## config.mk

```make
export PLATFORM = sky130hd
export DESIGN_NAME = pending_packet_buffer_by_destination
export DESIGN_NICKNAME = d
export VERILOG_FILES = /design/src/sv/ppbd_pkg.sv /design/src/sv/ppbd_ram.sv /design/src/sv/ppbd_scan.sv /design/src/sv/ppbd_ctrl.sv /design/src/sv/pending_packet_buffer_by_destination.sv
export SDC_FILE = /design/constraint.sdc
export NUM_CORES = 1
export LEC_CHECK = 0
export BUFFER_PORTS_ARGS = -buffer_cell sky130_fd_sc_hd__buf_2
export CORE_UTILIZATION = 55
export CTS_CLUSTER_SIZE = 25
export DETAILED_ROUTE_END_ITERATION = 6
export PLACE_DENSITY = 0.71
export RECOVER_POWER = 100
export SETUP_SLACK_MARGIN = 0.1
export SYNTH_ARGS = -nofsm -noshare
export SYNTH_HDL_FRONTEND = slang
export SYNTH_SLANG_ARGS = --single-unit
```

## constraint.sdc

```tcl
create_clock -name clock -period 5.03 [get_ports clock]
set_input_delay 0.2515 -clock clock [delete_from_list [all_inputs] [get_ports clock]]
set_output_delay 0.2515 -clock clock [all_outputs]
set_load 0.03 [all_outputs]
```

## src/sv/ppbd_pkg.sv

```systemverilog
// ----------------------------------------------------------------------------
// ppbd_pkg
// Shared types, codes and constants of the pending packet buffer.
// ----------------------------------------------------------------------------
`timescale 1ns / 1ps
`default_nettype none

package ppbd_pkg;

   localparam int DEST_SLOTS_DEF  = 8;
   localparam int QUEUE_DEPTH_DEF = 8;

   localparam int REQ_W    = 3;
   localparam int DEST_W   = 16;
   localparam int HANDLE_W = 16;
   localparam int CNT_W    = 7;
   localparam int STATUS_W = 2;

   localparam logic [CNT_W-1:0] COUNT_MAX = 7'd127;

   typedef enum logic [REQ_W-1:0] {
      REQ_TRAP       = 3'd0,
      REQ_RELEASE    = 3'd1,
      REQ_REMOVE     = 3'd2,
      REQ_COUNT_DEST = 3'd3,
      REQ_COUNT_ALL  = 3'd4
   } req_code_type;

   typedef enum logic [STATUS_W-1:0] {
      STS_OK       = 2'd0,
      STS_EMPTY    = 2'd1,
      STS_OVERFLOW = 2'd2
   } status_type;

   typedef enum logic [2:0] {
      S_IDLE,
      S_SCAN,
      S_SCAN_END,
      S_DECIDE,
      S_DRAIN,
      S_DRAIN_END
   } state_type;

   typedef struct packed {
      logic clear;
      logic step;
      logic match_all;
   } scan_ctl_type;

   typedef struct packed {
      logic hit;
      logic free;
   } scan_flags_type;

   function automatic int idx_w(input int n);
      return (n > 1) ? $clog2(n) : 1;
   endfunction

endpackage

`default_nettype wire

```

## src/sv/ppbd_ram.sv

```systemverilog
// ----------------------------------------------------------------------------
// ppbd_ram
// Generic single-write, single-read RAM with registered read data.
// ----------------------------------------------------------------------------
`timescale 1ns / 1ps
`default_nettype none

module ppbd_ram #(
   parameter int WIDTH  = 16,
   parameter int DEPTH  = 8,
   parameter int ADDR_W = (DEPTH > 1) ? $clog2(DEPTH) : 1
) (
   input  wire logic              clock,
   input  wire logic              wr_en,
   input  wire logic [ADDR_W-1:0] wr_addr,
   input  wire logic [WIDTH-1:0]  wr_data,
   input  wire logic              rd_en,
   input  wire logic [ADDR_W-1:0] rd_addr,
   output      logic [WIDTH-1:0]  rd_data
);

   logic [WIDTH-1:0] mem_ff [DEPTH];
   logic [WIDTH-1:0] rd_data_ff;

   always_ff @(posedge clock) begin
      if (wr_en) begin
         mem_ff[wr_addr] <= wr_data;
      end
      if (rd_en) begin
         rd_data_ff <= mem_ff[rd_addr];
      end
   end

   assign rd_data = rd_data_ff;

endmodule

`default_nettype wire

```

## src/sv/ppbd_scan.sv

```systemverilog
// ----------------------------------------------------------------------------
// ppbd_scan
// Shared compare/accumulate unit: one table slot per stepped cycle; tracks
// the matching slot, the lowest free slot and the running packet total.
// ----------------------------------------------------------------------------
`timescale 1ns / 1ps
`default_nettype none

module ppbd_scan #(
   parameter int DEST_SLOTS  = ppbd_pkg::DEST_SLOTS_DEF,
   parameter int QUEUE_DEPTH = ppbd_pkg::QUEUE_DEPTH_DEF
) (
   input  wire logic                                  clock,
   input  wire logic                                  reset,
   input  wire ppbd_pkg::scan_ctl_type                scan_ctl,
   input  wire logic [ppbd_pkg::DEST_W-1:0]           key,
   input  wire logic [ppbd_pkg::idx_w(DEST_SLOTS)-1:0] elem_idx,
   input  wire logic                                  elem_valid,
   input  wire logic [ppbd_pkg::DEST_W-1:0]           elem_dest,
   input  wire logic [$clog2(QUEUE_DEPTH+1)-1:0]      elem_fill,
   output      ppbd_pkg::scan_flags_type              flags,
   output      logic [ppbd_pkg::idx_w(DEST_SLOTS)-1:0] hit_idx,
   output      logic [$clog2(QUEUE_DEPTH+1)-1:0]      hit_fill,
   output      logic [ppbd_pkg::idx_w(DEST_SLOTS)-1:0] free_idx,
   output      logic [$clog2(DEST_SLOTS*QUEUE_DEPTH+1)-1:0] total
);

   import ppbd_pkg::*;

   localparam int SLOT_W  = idx_w(DEST_SLOTS);
   localparam int FILL_W  = $clog2(QUEUE_DEPTH + 1);
   localparam int TOTAL_W = $clog2(DEST_SLOTS * QUEUE_DEPTH + 1);

   scan_flags_type     flags_ff, flags_in;
   logic [SLOT_W-1:0]  hit_idx_ff, hit_idx_in;
   logic [FILL_W-1:0]  hit_fill_ff, hit_fill_in;
   logic [SLOT_W-1:0]  free_idx_ff, free_idx_in;
   logic [TOTAL_W-1:0] total_ff, total_in;
   logic               dest_eq;

   always_comb begin
      dest_eq     = (elem_dest == key);
      flags_in    = flags_ff;
      hit_idx_in  = hit_idx_ff;
      hit_fill_in = hit_fill_ff;
      free_idx_in = free_idx_ff;
      total_in    = total_ff;
      priority if (scan_ctl.clear) begin
         flags_in = '0;
         total_in = '0;
      end else if (scan_ctl.step) begin
         if (elem_valid && dest_eq && !flags_ff.hit) begin
            flags_in.hit = 1'b1;
            hit_idx_in   = elem_idx;
            hit_fill_in  = elem_fill;
         end
         if (!elem_valid && !flags_ff.free) begin
            flags_in.free = 1'b1;
            free_idx_in   = elem_idx;
         end
         if (elem_valid && (scan_ctl.match_all || dest_eq)) begin
            total_in = total_ff + TOTAL_W'(elem_fill);
         end
      end
   end

   always_ff @(posedge clock) begin
      if (reset) begin
         flags_ff <= '0;
         total_ff <= '0;
      end else begin
         flags_ff <= flags_in;
         total_ff <= total_in;
      end
      hit_idx_ff  <= hit_idx_in;
      hit_fill_ff <= hit_fill_in;
      free_idx_ff <= free_idx_in;
   end

   assign flags    = flags_ff;
   assign hit_idx  = hit_idx_ff;
   assign hit_fill = hit_fill_ff;
   assign free_idx = free_idx_ff;
   assign total    = total_ff;

endmodule

`default_nettype wire

```

## src/sv/ppbd_ctrl.sv

```systemverilog
// ----------------------------------------------------------------------------
// ppbd_ctrl
// Sequencer: slot table registers, request decode, scan and drain stepping,
// and the registered result port.
// ----------------------------------------------------------------------------
`timescale 1ns / 1ps
`default_nettype none

module ppbd_ctrl #(
   parameter int DEST_SLOTS  = ppbd_pkg::DEST_SLOTS_DEF,
   parameter int QUEUE_DEPTH = ppbd_pkg::QUEUE_DEPTH_DEF
) (
   input  wire logic                                    clock,
   input  wire logic                                    reset,
   input  wire logic                                    start,
   output      logic                                    busy,
   input  wire logic [ppbd_pkg::REQ_W-1:0]              req_type,
   input  wire logic [ppbd_pkg::DEST_W-1:0]             req_dest_addr,
   input  wire logic [ppbd_pkg::HANDLE_W-1:0]           req_packet_handle,
   input  wire logic                                    req_route_ready,
   output      logic                                    rsp_strobe,
   output      logic [ppbd_pkg::HANDLE_W-1:0]           rsp_out_handle,
   output      logic                                    rsp_handle_valid,
   output      logic [ppbd_pkg::CNT_W-1:0]              rsp_queued_count,
   output      logic [ppbd_pkg::STATUS_W-1:0]           rsp_status,
   output      logic                                    rsp_table_empty,
   output      logic                                    rsp_last,
   // scan unit
   output      ppbd_pkg::scan_ctl_type                  scan_ctl,
   output      logic [ppbd_pkg::DEST_W-1:0]             scan_key,
   output      logic [ppbd_pkg::idx_w(DEST_SLOTS)-1:0]  elem_idx,
   output      logic                                    elem_valid,
   output      logic [$clog2(QUEUE_DEPTH+1)-1:0]        elem_fill,
   input  wire ppbd_pkg::scan_flags_type                scan_flags,
   input  wire logic [ppbd_pkg::idx_w(DEST_SLOTS)-1:0]  hit_idx,
   input  wire logic [$clog2(QUEUE_DEPTH+1)-1:0]        hit_fill,
   input  wire logic [ppbd_pkg::idx_w(DEST_SLOTS)-1:0]  free_idx,
   input  wire logic [$clog2(DEST_SLOTS*QUEUE_DEPTH+1)-1:0] total,
   // destination RAM
   output      logic                                    dest_wr_en,
   output      logic [ppbd_pkg::idx_w(DEST_SLOTS)-1:0]  dest_wr_addr,
   output      logic [ppbd_pkg::DEST_W-1:0]             dest_wr_data,
   output      logic                                    dest_rd_en,
   output      logic [ppbd_pkg::idx_w(DEST_SLOTS)-1:0]  dest_rd_addr,
   // handle store RAM
   output      logic                                    store_wr_en,
   output      logic [ppbd_pkg::idx_w(DEST_SLOTS*QUEUE_DEPTH)-1:0] store_wr_addr,
   output      logic [ppbd_pkg::HANDLE_W-1:0]           store_wr_data,
   output      logic                                    store_rd_en,
   output      logic [ppbd_pkg::idx_w(DEST_SLOTS*QUEUE_DEPTH)-1:0] store_rd_addr,
   input  wire logic [ppbd_pkg::HANDLE_W-1:0]           store_rd_data
);

   import ppbd_pkg::*;

   localparam int SLOT_W     = idx_w(DEST_SLOTS);
   localparam int QIDX_W     = idx_w(QUEUE_DEPTH);
   localparam int FILL_W     = $clog2(QUEUE_DEPTH + 1);
   localparam int STORE_AW   = idx_w(DEST_SLOTS * QUEUE_DEPTH);
   localparam int TOTAL_W    = $clog2(DEST_SLOTS * QUEUE_DEPTH + 1);
   localparam int CMP_W      = (TOTAL_W > CNT_W) ? TOTAL_W : CNT_W;
   localparam logic [SLOT_W-1:0] LAST_SLOT = SLOT_W'(DEST_SLOTS - 1);

   state_type               state_ff, state_in;
   logic [SLOT_W-1:0]       scan_idx_ff, scan_idx_in;
   logic [QIDX_W-1:0]       drain_idx_ff, drain_idx_in;
   logic [DEST_SLOTS-1:0]   slot_valid_ff, slot_valid_in;
   logic [FILL_W-1:0]       slot_fill_ff [DEST_SLOTS];
   logic [FILL_W-1:0]       slot_fill_in [DEST_SLOTS];

   logic [REQ_W-1:0]        req_type_ff, req_type_in;
   logic [DEST_W-1:0]       dest_ff, dest_in;
   logic [HANDLE_W-1:0]     handle_ff, handle_in;
   logic                    ready_ff, ready_in;

   logic                    step_ff, step_in;
   logic [SLOT_W-1:0]       step_idx_ff;
   logic                    step_sv_ff;
   logic [FILL_W-1:0]       step_fill_ff;

   logic                    drain_v_ff, drain_v_in;
   logic                    drain_last_ff, drain_last_in;

   logic                    res_load;
   status_type              res_status;
   logic [CNT_W-1:0]        res_count;

   logic                    rsp_strobe_ff;
   logic [HANDLE_W-1:0]     rsp_handle_ff;
   logic                    rsp_hv_ff;
   logic [CNT_W-1:0]        rsp_count_ff;
   logic [STATUS_W-1:0]     rsp_status_ff;
   logic                    rsp_empty_ff;
   logic                    rsp_last_ff;

   logic [SLOT_W-1:0]       trap_slot;
   logic [FILL_W-1:0]       trap_pos;
   logic [CNT_W-1:0]        total_sat;
   logic                    drain_at_end;

   always_comb begin
      trap_slot = scan_flags.hit ? hit_idx : free_idx;
      trap_pos  = scan_flags.hit ? hit_fill : '0;
      total_sat = (CMP_W'(total) > CMP_W'(COUNT_MAX)) ? COUNT_MAX : CNT_W'(total);
      drain_at_end = ((FILL_W'(drain_idx_ff) + FILL_W'(1)) == hit_fill);
   end

   always_comb begin
      state_in      = state_ff;
      scan_idx_in   = scan_idx_ff;
      drain_idx_in  = drain_idx_ff;
      slot_valid_in = slot_valid_ff;
      slot_fill_in  = slot_fill_ff;
      req_type_in   = req_type_ff;
      dest_in       = dest_ff;
      handle_in     = handle_ff;
      ready_in      = ready_ff;
      step_in       = 1'b0;
      drain_v_in    = 1'b0;
      drain_last_in = 1'b0;
      res_load      = 1'b0;
      res_status    = STS_OK;
      res_count     = '0;

      scan_ctl.clear     = 1'b0;
      scan_ctl.step      = step_ff;
      scan_ctl.match_all = (req_type_ff == REQ_COUNT_ALL);

      dest_wr_en    = 1'b0;
      dest_wr_addr  = free_idx;
      dest_wr_data  = dest_ff;
      dest_rd_en    = 1'b0;
      dest_rd_addr  = scan_idx_ff;
      store_wr_en   = 1'b0;
      store_wr_addr = STORE_AW'(trap_slot) * STORE_AW'(QUEUE_DEPTH) + STORE_AW'(trap_pos);
      store_wr_data = handle_ff;
      store_rd_en   = 1'b0;
      store_rd_addr = STORE_AW'(hit_idx) * STORE_AW'(QUEUE_DEPTH) + STORE_AW'(drain_idx_ff);

      unique case (state_ff)
         S_IDLE: begin
            if (start) begin
               req_type_in    = req_type;
               dest_in        = req_dest_addr;
               handle_in      = req_packet_handle;
               ready_in       = req_route_ready;
               scan_ctl.clear = 1'b1;
               scan_idx_in    = '0;
               state_in       = S_SCAN;
            end
         end
         S_SCAN: begin
            dest_rd_en = 1'b1;
            step_in    = 1'b1;
            if (scan_idx_ff == LAST_SLOT) begin
               state_in = S_SCAN_END;
            end else begin
               scan_idx_in = scan_idx_ff + SLOT_W'(1);
            end
         end
         S_SCAN_END: begin
            state_in = S_DECIDE;
         end
         S_DECIDE: begin
            res_load = 1'b1;
            state_in = S_IDLE;
            unique case (req_type_ff)
               REQ_TRAP: begin
                  if (scan_flags.hit) begin
                     if (hit_fill >= FILL_W'(QUEUE_DEPTH)) begin
                        res_status = STS_OVERFLOW;
                     end else begin
                        store_wr_en           = 1'b1;
                        slot_fill_in[hit_idx] = hit_fill + FILL_W'(1);
                     end
                  end else if (scan_flags.free) begin
                     store_wr_en              = 1'b1;
                     dest_wr_en               = 1'b1;
                     slot_valid_in[free_idx]  = 1'b1;
                     slot_fill_in[free_idx]   = FILL_W'(1);
                  end else begin
                     res_status = STS_OVERFLOW;
                  end
               end
               REQ_RELEASE, REQ_REMOVE: begin
                  if (!scan_flags.hit || hit_fill == '0 ||
                      (req_type_ff == REQ_RELEASE && !ready_ff)) begin
                     res_status = STS_EMPTY;
                  end else begin
                     res_load               = 1'b0;
                     slot_valid_in[hit_idx] = 1'b0;
                     slot_fill_in[hit_idx]  = '0;
                     drain_idx_in           = '0;
                     state_in               = S_DRAIN;
                  end
               end
               REQ_COUNT_DEST, REQ_COUNT_ALL: begin
                  res_count = total_sat;
               end
               default: begin
                  res_status = STS_EMPTY;
               end
            endcase
         end
         S_DRAIN: begin
            store_rd_en   = 1'b1;
            drain_v_in    = 1'b1;
            drain_last_in = drain_at_end;
            if (drain_at_end) begin
               state_in = S_DRAIN_END;
            end else begin
               drain_idx_in = drain_idx_ff + QIDX_W'(1);
            end
         end
         S_DRAIN_END: begin
            state_in = S_IDLE;
         end
         default: begin
            state_in = S_IDLE;
         end
      endcase
   end

   always_ff @(posedge clock) begin
      if (reset) begin
         state_ff      <= S_IDLE;
         slot_valid_ff <= '0;
         for (int i = 0; i < DEST_SLOTS; i++) begin
            slot_fill_ff[i] <= '0;
         end
         step_ff       <= 1'b0;
         drain_v_ff    <= 1'b0;
         rsp_strobe_ff <= 1'b0;
      end else begin
         state_ff      <= state_in;
         slot_valid_ff <= slot_valid_in;
         slot_fill_ff  <= slot_fill_in;
         step_ff       <= step_in;
         drain_v_ff    <= drain_v_in;
         rsp_strobe_ff <= res_load | drain_v_ff;
      end
      scan_idx_ff   <= scan_idx_in;
      drain_idx_ff  <= drain_idx_in;
      req_type_ff   <= req_type_in;
      dest_ff       <= dest_in;
      handle_ff     <= handle_in;
      ready_ff      <= ready_in;
      step_idx_ff   <= scan_idx_ff;
      step_sv_ff    <= slot_valid_ff[scan_idx_ff];
      step_fill_ff  <= slot_fill_ff[scan_idx_ff];
      drain_last_ff <= drain_last_in;
      if (res_load) begin
         rsp_handle_ff <= '0;
         rsp_hv_ff     <= 1'b0;
         rsp_count_ff  <= res_count;
         rsp_status_ff <= res_status;
         rsp_empty_ff  <= ~|slot_valid_in;
         rsp_last_ff   <= 1'b1;
      end else if (drain_v_ff) begin
         rsp_handle_ff <= store_rd_data;
         rsp_hv_ff     <= 1'b1;
         rsp_count_ff  <= '0;
         rsp_status_ff <= STS_OK;
         rsp_empty_ff  <= ~|slot_valid_ff;
         rsp_last_ff   <= drain_last_ff;
      end
   end

   assign busy             = (state_ff != S_IDLE);
   assign scan_key         = dest_ff;
   assign elem_idx         = step_idx_ff;
   assign elem_valid       = step_sv_ff;
   assign elem_fill        = step_fill_ff;
   assign rsp_strobe       = rsp_strobe_ff;
   assign rsp_out_handle   = rsp_handle_ff;
   assign rsp_handle_valid = rsp_hv_ff;
   assign rsp_queued_count = rsp_count_ff;
   assign rsp_status       = rsp_status_ff;
   assign rsp_table_empty  = rsp_empty_ff;
   assign rsp_last         = rsp_last_ff;

endmodule

`default_nettype wire

```

## src/sv/pending_packet_buffer_by_destination.sv

```systemverilog
// ----------------------------------------------------------------------------
// pending_packet_buffer_by_destination
// Packet handles parked per destination in FIFO queues; trap, drain and count.
//
//   channel   ports                   transfer when
//   request   start/busy, req_*       start high, busy low
//   result    rsp_strobe, rsp_*       rsp_strobe high (one cycle, no stall)
//
// Every request first scans the destination table one slot a cycle through
// the shared compare unit, then S_SCAN_END and S_DECIDE; a single result
// strobes in the cycle after S_DECIDE. A drain runs S_DRAIN, S_DRAIN_END and
// emits one handle per cycle, oldest first. Reset is synchronous and empties
// the table at once. start is ignored while busy; results cannot be held off.
// ----------------------------------------------------------------------------
`timescale 1ns / 1ps
`default_nettype none

module pending_packet_buffer_by_destination #(
   parameter int DEST_SLOTS  = ppbd_pkg::DEST_SLOTS_DEF,
   parameter int QUEUE_DEPTH = ppbd_pkg::QUEUE_DEPTH_DEF
) (
   input  wire logic                          clock,
   input  wire logic                          reset,
   input  wire logic                          start,
   output      logic                          busy,
   input  wire logic [ppbd_pkg::REQ_W-1:0]    req_type,
   input  wire logic [ppbd_pkg::DEST_W-1:0]   req_dest_addr,
   input  wire logic [ppbd_pkg::HANDLE_W-1:0] req_packet_handle,
   input  wire logic                          req_route_ready,
   output      logic                          rsp_strobe,
   output      logic [ppbd_pkg::HANDLE_W-1:0] rsp_out_handle,
   output      logic                          rsp_handle_valid,
   output      logic [ppbd_pkg::CNT_W-1:0]    rsp_queued_count,
   output      logic [ppbd_pkg::STATUS_W-1:0] rsp_status,
   output      logic                          rsp_table_empty,
   output      logic                          rsp_last
);

   import ppbd_pkg::*;

   localparam int SLOT_W   = idx_w(DEST_SLOTS);
   localparam int FILL_W   = $clog2(QUEUE_DEPTH + 1);
   localparam int STORE_D  = DEST_SLOTS * QUEUE_DEPTH;
   localparam int STORE_AW = idx_w(STORE_D);
   localparam int TOTAL_W  = $clog2(STORE_D + 1);

   scan_ctl_type          scan_ctl;
   scan_flags_type        scan_flags;
   logic [DEST_W-1:0]     scan_key;
   logic [SLOT_W-1:0]     elem_idx;
   logic                  elem_valid;
   logic [FILL_W-1:0]     elem_fill;
   logic [SLOT_W-1:0]     hit_idx;
   logic [FILL_W-1:0]     hit_fill;
   logic [SLOT_W-1:0]     free_idx;
   logic [TOTAL_W-1:0]    total;

   logic                  dest_wr_en;
   logic [SLOT_W-1:0]     dest_wr_addr;
   logic [DEST_W-1:0]     dest_wr_data;
   logic                  dest_rd_en;
   logic [SLOT_W-1:0]     dest_rd_addr;
   logic [DEST_W-1:0]     dest_rd_data;

   logic                  store_wr_en;
   logic [STORE_AW-1:0]   store_wr_addr;
   logic [HANDLE_W-1:0]   store_wr_data;
   logic                  store_rd_en;
   logic [STORE_AW-1:0]   store_rd_addr;
   logic [HANDLE_W-1:0]   store_rd_data;

   ppbd_ram #(
      .WIDTH  (DEST_W),
      .DEPTH  (DEST_SLOTS),
      .ADDR_W (SLOT_W)
   ) u_dest_ram (
      .clock   (clock),
      .wr_en   (dest_wr_en),
      .wr_addr (dest_wr_addr),
      .wr_data (dest_wr_data),
      .rd_en   (dest_rd_en),
      .rd_addr (dest_rd_addr),
      .rd_data (dest_rd_data)
   );

   ppbd_ram #(
      .WIDTH  (HANDLE_W),
      .DEPTH  (STORE_D),
      .ADDR_W (STORE_AW)
   ) u_store_ram (
      .clock   (clock),
      .wr_en   (store_wr_en),
      .wr_addr (store_wr_addr),
      .wr_data (store_wr_data),
      .rd_en   (store_rd_en),
      .rd_addr (store_rd_addr),
      .rd_data (store_rd_data)
   );

   ppbd_scan #(
      .DEST_SLOTS  (DEST_SLOTS),
      .QUEUE_DEPTH (QUEUE_DEPTH)
   ) u_scan (
      .clock      (clock),
      .reset      (reset),
      .scan_ctl   (scan_ctl),
      .key        (scan_key),
      .elem_idx   (elem_idx),
      .elem_valid (elem_valid),
      .elem_dest  (dest_rd_data),
      .elem_fill  (elem_fill),
      .flags      (scan_flags),
      .hit_idx    (hit_idx),
      .hit_fill   (hit_fill),
      .free_idx   (free_idx),
      .total      (total)
   );

   ppbd_ctrl #(
      .DEST_SLOTS  (DEST_SLOTS),
      .QUEUE_DEPTH (QUEUE_DEPTH)
   ) u_ctrl (
      .clock             (clock),
      .reset             (reset),
      .start             (start),
      .busy              (busy),
      .req_type          (req_type),
      .req_dest_addr     (req_dest_addr),
      .req_packet_handle (req_packet_handle),
      .req_route_ready   (req_route_ready),
      .rsp_strobe        (rsp_strobe),
      .rsp_out_handle    (rsp_out_handle),
      .rsp_handle_valid  (rsp_handle_valid),
      .rsp_queued_count  (rsp_queued_count),
      .rsp_status        (rsp_status),
      .rsp_table_empty   (rsp_table_empty),
      .rsp_last          (rsp_last),
      .scan_ctl          (scan_ctl),
      .scan_key          (scan_key),
      .elem_idx          (elem_idx),
      .elem_valid        (elem_valid),
      .elem_fill         (elem_fill),
      .scan_flags        (scan_flags),
      .hit_idx           (hit_idx),
      .hit_fill          (hit_fill),
      .free_idx          (free_idx),
      .total             (total),
      .dest_wr_en        (dest_wr_en),
      .dest_wr_addr      (dest_wr_addr),
      .dest_wr_data      (dest_wr_data),
      .dest_rd_en        (dest_rd_en),
      .dest_rd_addr      (dest_rd_addr),
      .store_wr_en       (store_wr_en),
      .store_wr_addr     (store_wr_addr),
      .store_wr_data     (store_wr_data),
      .store_rd_en       (store_rd_en),
      .store_rd_addr     (store_rd_addr),
      .store_rd_data     (store_rd_data)
   );

endmodule

`default_nettype wire

```

# After elaboration in Yosys (flattened, before gate mapping)
# Memory sizes are Yosys's and may differ from the RTL's. A register that Yosys moved wholly into a read port is not among the register bits.
# Index checks and enable logic that the tools add are counted.
# word_totals
regBits,144
ramBits,1152
input_bits,39
out_inout_bits,30
wordCells,204
n_memories,2
# mem_list
memory,depth,word_bits,rd,rd_clocked_by_memory_dff,write_ports,line_no,text
u_store_ram.mem_ff,64,16,1,1,1,ppbd_ram.sv:22,logic [WIDTH-1:0] mem_ff [DEPTH];
u_dest_ram.mem_ff,8,16,1,1,1,ppbd_ram.sv:22,
# op_classes
add_sub_neg,7
n_lt_le_gt_ge,12
n_eq_ne,21
muxes,73
bitwise_logic,13
reduce_logical,41
# op_table
op,count
2-to-1 mux 32 bit,4
case mux 32 bit (2 select lines),1
2-to-1 mux 7 bit,5
2-to-1 mux 3 bit,11
bitwise AND 32 bit,1
bitwise mux 32 bit,1
2-to-1 mux 8 bit,4
NOT 32 bit,1
2-to-1 mux 1 bit,25
bitwise AND 24 bit,1
demux 4 bit (select 3 bit),2
NOT 24 bit,1
2-to-1 mux 4 bit,5
equality test 16 bit,1
>= comparator 4 bit (second input constant),4
bitwise OR 8 bit,2
case mux 8 bit (2 select lines),1
OR reduction 8 bit,2
case mux 3 bit (5 select lines),1
binary-select mux 4 bit (select 3 bit),1
equality test 3 x 2 -> 1 bit (second input constant),4
< comparator 3 x 4 -> 1 bit (second input constant),3
2-to-1 mux 2 bit,6
NOT 3 -> 4 bit,3
other kinds (35),77

# Depth between registers and ports, before layout
# Gate-level depths: netlist of the first run.
# logic_depth
ltp_word,12
ltp_mapped,10
depth_no_buf,9

# By module
# From an unflattened synthesis of the first run, not the netlist that was laid out.
# hier_totals
hier_cells,2625
hier_area_um2,52360.2
# by_module_without_submodules
mod,instances,cells_per_inst,area_per_inst_um2,seq_area_each_um2
ppbd_ram (u_store_ram),1,1835,40233.6,31230.0
ppbd_ctrl,1,470,5504.0,3022.9
ppbd_ram (u_dest_ram),1,214,5454.0,4324.1
ppbd_scan,1,106,1168.6,480.5

# Least setup slack after synthesis of the first run
# No wires, ideal clock.
# synth_timing
kind,reg2reg
start,"register u_scan.flags_ff, in the netlist u_scan.flags[1]"
end,memory u_store_ram.mem_ff[63][0] (enable)
setup_time_ps,389
arrival_time_ps,3169
t_required_ps,4641
slack_ps,1472
path_stages_with_launch,10
path_buffers,3
period_less_slack_ps,3558
cell_sequence,dfxtp_1 > buf_2 > clkbuf_1 > buf_1 > mux2_2 > ha_1 > ha_1 > xnor2_1 > nand3_1 > nor2_1
# synth_between
elab_chain_cells,5
word_cells_on_any_way,8
cone_classes,add/sub (1); mux (7)
# synth_rtl
element,line_no,text
from (decl),ppbd_scan.sv:34,"scan_flags_type flags_ff, flags_in;"
from (signal assigned),ppbd_scan.sv:72,flags_ff <= flags_in;
"parallel branches: the longest is 5 deep, another holds adder 6 x 4 -> 6 bit",-,
to (decl),ppbd_ram.sv:22,
# Several ways; the timed one is not identified.

# Final worst setup path of the first run
# layout_timing
start,register u_ctrl.drain_idx_ff[1]
end,"register u_store_ram.rd_data_ff[9], in the netlist u_store_ram.rd_data[9] (read register of u_store_ram.mem_ff) (data pin)"
# layout_between
elab_chain_cells,1
# layout_rtl
element,line_no,text
from (decl),ppbd_ctrl.sv:66,"logic [QIDX_W-1:0] drain_idx_ff, drain_idx_in;"
from (signal assigned),ppbd_ctrl.sv:243,drain_idx_ff <= drain_idx_in;
adder 6 x 3 -> 6 bit,ppbd_ctrl.sv:138,store_rd_addr = STORE_AW'(hit_idx) * STORE_AW'(QUEUE_DEPTH) + STORE_AW'(drain_idx_ff);
to (decl),ppbd_ram.sv:23,logic [WIDTH-1:0] rd_data_ff;
# Every way passes these cells.
# A chain may end at the register's enable or synchronous reset.

==> flow_metrics.tcl, run 1 <==
set metrics [dict create \
    setup_violations 0 \
    seq_area_frac_synth 0.7580 \
    use_met1 0.3732 \
    via_per_inst 6.433 \
    min_from "reset" \
    drv_slew 1156 \
    grt_pass1_vias 26300 \
    relSlewSlack -1.367 \
    area_delta_synth_final_pct 13.07 \
    synth.cell_area_sq_um 51530 \
    hold_class "input pin to register" \
    initial_core_util 0.5587 \
    drc_errors 0 \
    cp_slowest_cell "edfxtp_1" \
    yosysWarnings 0 \
    drv_cap 24 \
    path_class "register to register" \
    hold_path_end "u_ctrl.slot_fill_ff[22]" \
    cts_hold_buf 37 \
    max_stage_delay_ns 1.33 \
    r2r_cells 6 \
    dieArea_sq_um 94910 \
    peakVddDrop_mv 0.2489 \
    grt-ovfl-total 0 \
    fillers 6305 \
    clock_sinks 1328 \
    hpwl_um 74400 \
    dpl_worst_slack_ns 1.075 \
    syn_avg_cell_area_sq_um 20.46 \
    cts_setup_buffers 0 \
    finalSetupTns_ns 0 \
    clk_pin_slew_ns 0.06 \
    path_cells "buf_12, clkbuf_1, mux4_2, mux4_2, a21oi_1, nand2_1" \
    final_area_sq_um 58260 \
    clock_path_buffers 3 \
    combPwrFrac 0.026 \
    hold_depth 3 \
    ys_top_cells_by_area "edfxtp_1 (73%), mux4_2 (14%), dfxtp_1 (3.2%)" \
    multi_input_area_sq_um 11760 \
    post_dp_cell_area_sq_um 53920 \
    vias 26450 \
    endpoint_kind "register" \
    synthesis.nets 2569 \
    wl_um 125700 \
    status "complete, but fails checks" \
    async_reset_ff_frac 0 \
    synth_flop_cell "edfxtp_1" \
    regToRegStartpoint "u_ctrl.drain_idx_ff[1]" \
    cts_tree "done" \
    use_met2 0.4273 \
    ys_types 75 \
    p_switching_mw 4.592 \
    power_leakage_nw 18.65 \
    dr.first_iter.drc_count 3361 \
    cts_buffers 133 \
    hold_viol 0 \
    hold_slack_ns 0.05841 \
    yosysTopAreaCell "edfxtp_1" \
    startpoint_type "register" \
    cts_max_level 4 \
    dp_cells 3831 \
    postSynthCellCount 2518 \
    synthTopCellsByCount "edfxtp_1 (1246), mux4_2 (312), nor2_1 (156)" \
    critical_path_required_ns 5.46 \
    port_buffers 68 \
    drt_first_pass_iters 5 \
    place.gp.congestion 0.9133 \
    die_x_um 308.1 \
    num_io_pins 69 \
    wl_per_cell_um 30.57 \
    nNetsFinal 2811 \
    rrSetupSlack_ns 0.82 \
    finalCritPeriodShare 0.8362 \
    finish.utilization 0.6318 \
    synth_top_area_share 0.7262 \
    final-seq-area_sq_um 39060 \
    critPathMostFrequentCell "mux4_2" \
    busiest_layer "met2" \
    core_sq_um 92220 \
    rsz0062_at_grt "false" \
    p_seq_frac 0.538 \
    final.setup.worst_slack_ns 0.8242 \
    ctsResizeCount 0 \
    die_h_um 308.1 \
    grt_pass1_wl_um 181900 \
    p_sw_frac 0.2009 \
    clkPwrFrac 0.437 \
    synth-seq-cells 1328 \
    rows 111 \
    clk_latency_ns 0.73 \
    yosysMostFrequentCell "edfxtp_1" \
    root_buffer "clkbuf_16" \
    fin_skew_ns 0.02646 \
    power.density_nw_per_um2 392.2 \
    grt_max_degree 87 \
    crit_arrival_ns 4.64 \
    p_int_mw 18.26 \
    total_power_mw 22.85 \
    antenna_found_initial 4 \
    grt_util_all_layers 0.2700 \
    gr-usage-met3 0.05593 \
    final_layout_size_suffix_gt1_frac 0.2113 \
    synth_edf_count 1246 \
    detail-route-antenna-nets 0 \
    r2r_end "u_store_ram.rd_data[9]" \
    fin_cells 4112 \
    violations "max-capacitance violations, max-slew violations" \
    fmax_mhz 237.8 \
    finalCriticalPeriod_ns 4.206 \
    worstPathMaxFanout 47 \
    tightest_slew_ns 3.550 \
]
[cells by family (layout without fill, tap and decap cells)]
| family | after synthesis | count (layout) | share of synthesized area |
|---|---|---|---|
| AOI/OAI and AO/OA | 210 | 210 | 0.02691 |
| xor gates and xnor gates | 29 | 29 | 0.005075 |
| adders and majority gates | 12 | 12 | 0.003060 |
| buffers and inverters | 148 | 498 | 0.01336 |
| DFF | 1328 | 1328 | 0.7580 |
| muxes | 441 | 441 | 0.1621 |
| other | 0 | 1 | 0 |
| and+or+nand+nor | 350 | 350 | 0.03145 |
[cell type report]
type,instances,share of cell area
Antenna cell,1,0.00004295
Clock buffer,163,0.06069
Clock inverter,80,0.01516
Inverter,17,0.001095
Multi-Input combinational cell,1042,0.2019
Sequential cell,1328,0.6704
Tap cell,1243,0.02669
Timing Repair Buffer,238,0.02403
[power groups by stage]
stage                     combinational, mW  clock [mW]  sequential [mW]
after detailed placement              0.577           0             12.5
after CTS                             0.602        10.1             12.3
final                                 0.585        9.98             12.3
after global placement                0.556           0             12.5
after global routing                  0.621        10.5             12.3
after floorplan                       0.263           0             12.6
[layer usage]
layer / up-vias / share of wire
met3: 232 / 0.090
li1: 10880 / -
met2: 1467 / 0.49
met5: - / 0.00010
met1: 13880 / 0.39
met4: 2 / 0.036
[cell usage in the layout (no fill, tap or decap), drive strengths merged, types with 7 or more instances in the layout]
cell / instances
dfxtp: 82
nor2b: 12
ha: 11
dlygate4sd3: 37
nand3: 17
mux4: 312
nand2: 76
xnor2: 23
nor3: 23
a22oi: 28
clkinvlp: 7
buf: 66
mux2: 29
clkbuf: 298
and2: 18
bufinv: 16
a21oi: 50
o311ai: 7
mux2i: 100
nor2: 157
clkinv: 52
o21ai: 24
o22ai: 46
edfxtp: 1246
inv: 22
[worst max-delay path: cells and delay by family (launching register included)]
kind                   cells  cell delay, ns
flip-flops                 1            1.33
buffers and inverters      2            1.09
multiplexers               2            0.91
AO/OA/AOI/OAI              1            0.36
AND/OR/NAND/NOR            1            0.20
[sequential cells by signal, summed over array words and instances (netlist names), 4 cells and up]
| signal | count |
|---|---|
| u_scan.total | 7 |
| u_store_ram.rd_data | 16 |
| u_scan.hit_fill | 4 |
| u_ctrl.elem_fill | 4 |
| u_ctrl.rsp_out_handle | 16 |
| u_ctrl.dest_wr_data | 16 |
| u_ctrl.rsp_queued_count | 7 |
| u_dest_ram.rd_data | 16 |
| u_store_ram.mem_ff | 1024 |
| u_ctrl.slot_valid_ff | 8 |
| u_dest_ram.mem_ff | 128 |
| u_ctrl.store_wr_data | 16 |
| u_ctrl.slot_fill_ff | 32 |
[how the worst max path moves through the flow]
stage | start | to
2_1_floorplan | u_scan.flags[1] | u_store_ram.mem_ff[63][0]
3_3_place_gp | u_ctrl.drain_idx_ff[1] | u_store_ram.rd_data[12]
3_5_place_dp | u_ctrl.drain_idx_ff[1] | u_store_ram.rd_data[12]
4_1_cts | u_ctrl.drain_idx_ff[1] | u_store_ram.rd_data[12]
5_1_grt | u_ctrl.req_type_ff[2] | u_store_ram.mem_ff[35][14]
6_report | u_ctrl.drain_idx_ff[1] | u_store_ram.rd_data[9]
Power figures use the tool's default switching activity.
==> inputs of run 2 (changes only) <==
--- a/config.mk
+++ b/config.mk
@@ -5,6 +5,7 @@
 export SDC_FILE = /design/constraint.sdc
 export NUM_CORES = 1
 export LEC_CHECK = 0
+export ABC_AREA = 1
 export BUFFER_PORTS_ARGS = -buffer_cell sky130_fd_sc_hd__buf_2
 export CORE_UTILIZATION = 55
 export CTS_CLUSTER_SIZE = 25
==> constraint.sdc (replaced) <==
create_clock -name clock -period 4.4 [get_ports clock]
set_input_delay 0.22 -clock clock [delete_from_list [all_inputs] [get_ports clock]]
set_output_delay 0.22 -clock clock [all_outputs]
set_load 0.03 [all_outputs]
==> flow_metrics.tcl, run 2 <==
set metrics [dict create \
    path_cells "clkbuf_1" \
    cp.buffers_inverters 1 \
    ys_top_cells_by_area "edfxtp_1 (70%), nor2_1 (7.1%), o21ai_0 (6.2%)" \
    final_layout_size_suffix_gt1_frac 0.06508 \
    wl_um 142100 \
    drt_first_pass_iters 7 \
    layout_commonest_cell "edfxtp_1" \
    cp_slowest_cell "clkbuf_1" \
    postSynthCellCount 4407 \
    synth-seq-cells 1328 \
    worstPathMaxFanout 64 \
    hold_viol 0 \
    finalCritPeriodShare 0.8766 \
    clk_latency_ns 0.74 \
    finalCriticalPeriod_ns 3.857 \
    dr.first_iter.drc_count 4933 \
    drv_slew 1292 \
    die_x_um 313.9 \
    finalSetupTns_ns 0 \
    crit_arrival_ns 3.81 \
    endpoint_kind "register" \
    total_power_mw 26.36 \
    drc_errors 1 \
    grt_pass1_wl_um 211700 \
    hold_class "input pin to register" \
    grt_util_all_layers 0.2879 \
    clock_sinks 1328 \
    post_dp_cell_area_sq_um 55510 \
    power.density_nw_per_um2 441.4 \
    p_seq_frac 0.537 \
    nNetsFinal 4580 \
    peakVddDrop_mv 0.4070 \
    yosysMostFrequentCell "edfxtp_1" \
    vias 36170 \
    fin_cells 5902 \
    synthTopCellsByCount "edfxtp_1 (1246), nor2_1 (1009), o21ai_0 (663)" \
    async_reset_ff_frac 0 \
    r2r_cells 1 \
    final_area_sq_um 59720 \
    combPwrFrac 0.040 \
    ys_types 39 \
    hold_depth 2 \
    final_cell_mix "edfxtp_1 (1246), nor2_1 (1008), o21ai_0 (668), nand2_1 (314), nand3_1 (204)" \
    synth_edf_count 1246 \
    relSlewSlack -1.576 \
    port_buffers 68 \
    num_io_pins 69 \
    cts_max_level 4 \
    status "complete, but fails checks" \
    fmax_mhz 259.3 \
    cts_tree "done" \
    violations "design-rule violations, max-capacitance violations, max-slew violations" \
    rows 114 \
    clkPwrFrac 0.423 \
    detail-route-antenna-nets 0 \
    antenna_found_initial 9 \
    root_buffer "clkbuf_16" \
    reg_top3 "u_store_ram.mem_ff x1024, u_dest_ram.mem_ff x128, u_ctrl.slot_fill_ff x32" \
    clk_pin_slew_ns 0.06 \
    seq_area_frac_synth 0.7299 \
    core_sq_um 96570 \
    ctsResizeCount 0 \
    path_class "register to register" \
    tightest_slew_ns 3.864 \
    p_sw_frac 0.2129 \
    via_per_inst 6.129 \
    p_int_mw 20.75 \
    hpwl_um 80200 \
    synth_top_area_share 0.6992 \
    yosysWarnings 0 \
    synthesis.nets 4458 \
    synth.cell_area_sq_um 53510 \
    fillers 7322 \
    place.gp.congestion 0.9246 \
    fin_skew_ns 0.02913 \
    yosysTopAreaCell "edfxtp_1" \
    synth_flop_cell "edfxtp_1" \
    grt_pass1_vias 34130 \
    cts_buffers 134 \
    largest_reg_flops 1024 \
    grt_max_degree 188 \
    power_leakage_nw 19.53 \
    hold_slack_ns 0.1230 \
    startpoint_type "register" \
    wl_per_cell_um 24.08 \
    max_stage_delay_ns 2.70 \
    rsz0062_at_grt "false" \
    die_h_um 313.9 \
    dieArea_sq_um 98550 \
    initial_core_util 0.5542 \
    syn_avg_cell_area_sq_um 12.14 \
    critical_path_required_ns 4.36 \
    regMostFlops "u_store_ram.mem_ff" \
    dp_cells 5632 \
    setup_violations 0 \
    cp_num_cells 1 \
    p_switching_mw 5.613 \
    clock_path_buffers 3 \
    drv_cap 19 \
    area_delta_synth_final_pct 11.61 \
    critical_path.top_delay_family "buffers and inverters" \
    grt-ovfl-total 0 \
]
==> run 2: what timing repair did <==
| action | 4_1_cts | 5_1_grt |
|---|---|---|
| setup buffers | 0 | 0 |
| hold buffers | 37 | 0 |
| setup endpoints to repair | 0 | 0 |
| endpoints found under the hold margin | 37 | 0 |
==> run 2: final cells by class <==
| cell class | count | area (sq um) | area share |
|---|---|---|---|
| flip-flops and latches | 1328 | 39060 | 0.6540 |
| clock inverters | 73 | 690.7 | 0.01156 |
| well taps | 1276 | 1597 | 0.02673 |
| multi-input cells | 2673 | 12680 | 0.2124 |
| repair buffers | 257 | 1605 | 0.02688 |
| inverters | 135 | 514.2 | 0.008610 |
| clock buffers | 159 | 3573 | 0.05983 |
| diodes | 1 | 2.502 | 0.00004190 |
==> run 2: power groups by stage <==
stage	Clock, mW	Sequential (mW)	Combinational, mW
2_1_floorplan	0	14.5	0.481
3_3_place_gp	0	14.4	1.01
3_5_place_dp	0	14.4	1.04
4_1_cts	11.2	14.1	1.07
5_1_grt	11.7	14.2	1.15
6_report	11.1	14.2	1.06
==> run 2: final timing paths <==
| check | from | endpoint | slack (ns) |
|---|---|---|---|
| hold reg to reg | u_ctrl.elem_idx[0] | u_scan.hit_idx[0] | 0.44 |
| setup / recovery | u_ctrl.store_wr_data[11] | u_store_ram.mem_ff[40][11] | 0.54 |
| hold / removal | reset | u_ctrl.drain_v_ff | 0.12 |
| setup reg to reg | u_ctrl.store_wr_data[11] | u_store_ram.mem_ff[40][11] | 0.54 |
==> run 2: routing by layer <==
layer / global-route usage / wire (um) / up-vias
met1: 0.4137 / 56380 / 17650
met5: 0 / 55 / -
met3: 0.06089 / 16260 / 275
met4: 0.1025 / 4539 / 10
met2: 0.4370 / 64870 / 2075
li1: - / - / 16160
==> run 2: kinds of logic (layout without fill, tap and decap cells) <==
| kind of cell | Yosys count | in the layout | synth area share |
|---|---|---|---|
| DFF | 1328 | 1328 | 0.7299 |
| buffers and inverters | 406 | 624 | 0.03318 |
| adders and majority gates | 12 | 12 | 0.002946 |
| other | 0 | 1 | 0 |
| AOI/OAI and AO/OA | 1081 | 1081 | 0.1149 |
| and+or+nand+nor | 1561 | 1561 | 0.1160 |
| xor gates and xnor gates | 19 | 19 | 0.003110 |
==> run 2: through the flow <==
step / util / worst slack (ns)
global placement: 0.5748 / 1.263
CTS: 0.6228 / 1.163
floorplan: - / 1.193
finish: 0.6185 / 0.5428
detailed placement: 0.5748 / 1.190
global route: 0.6185 / 0.4750
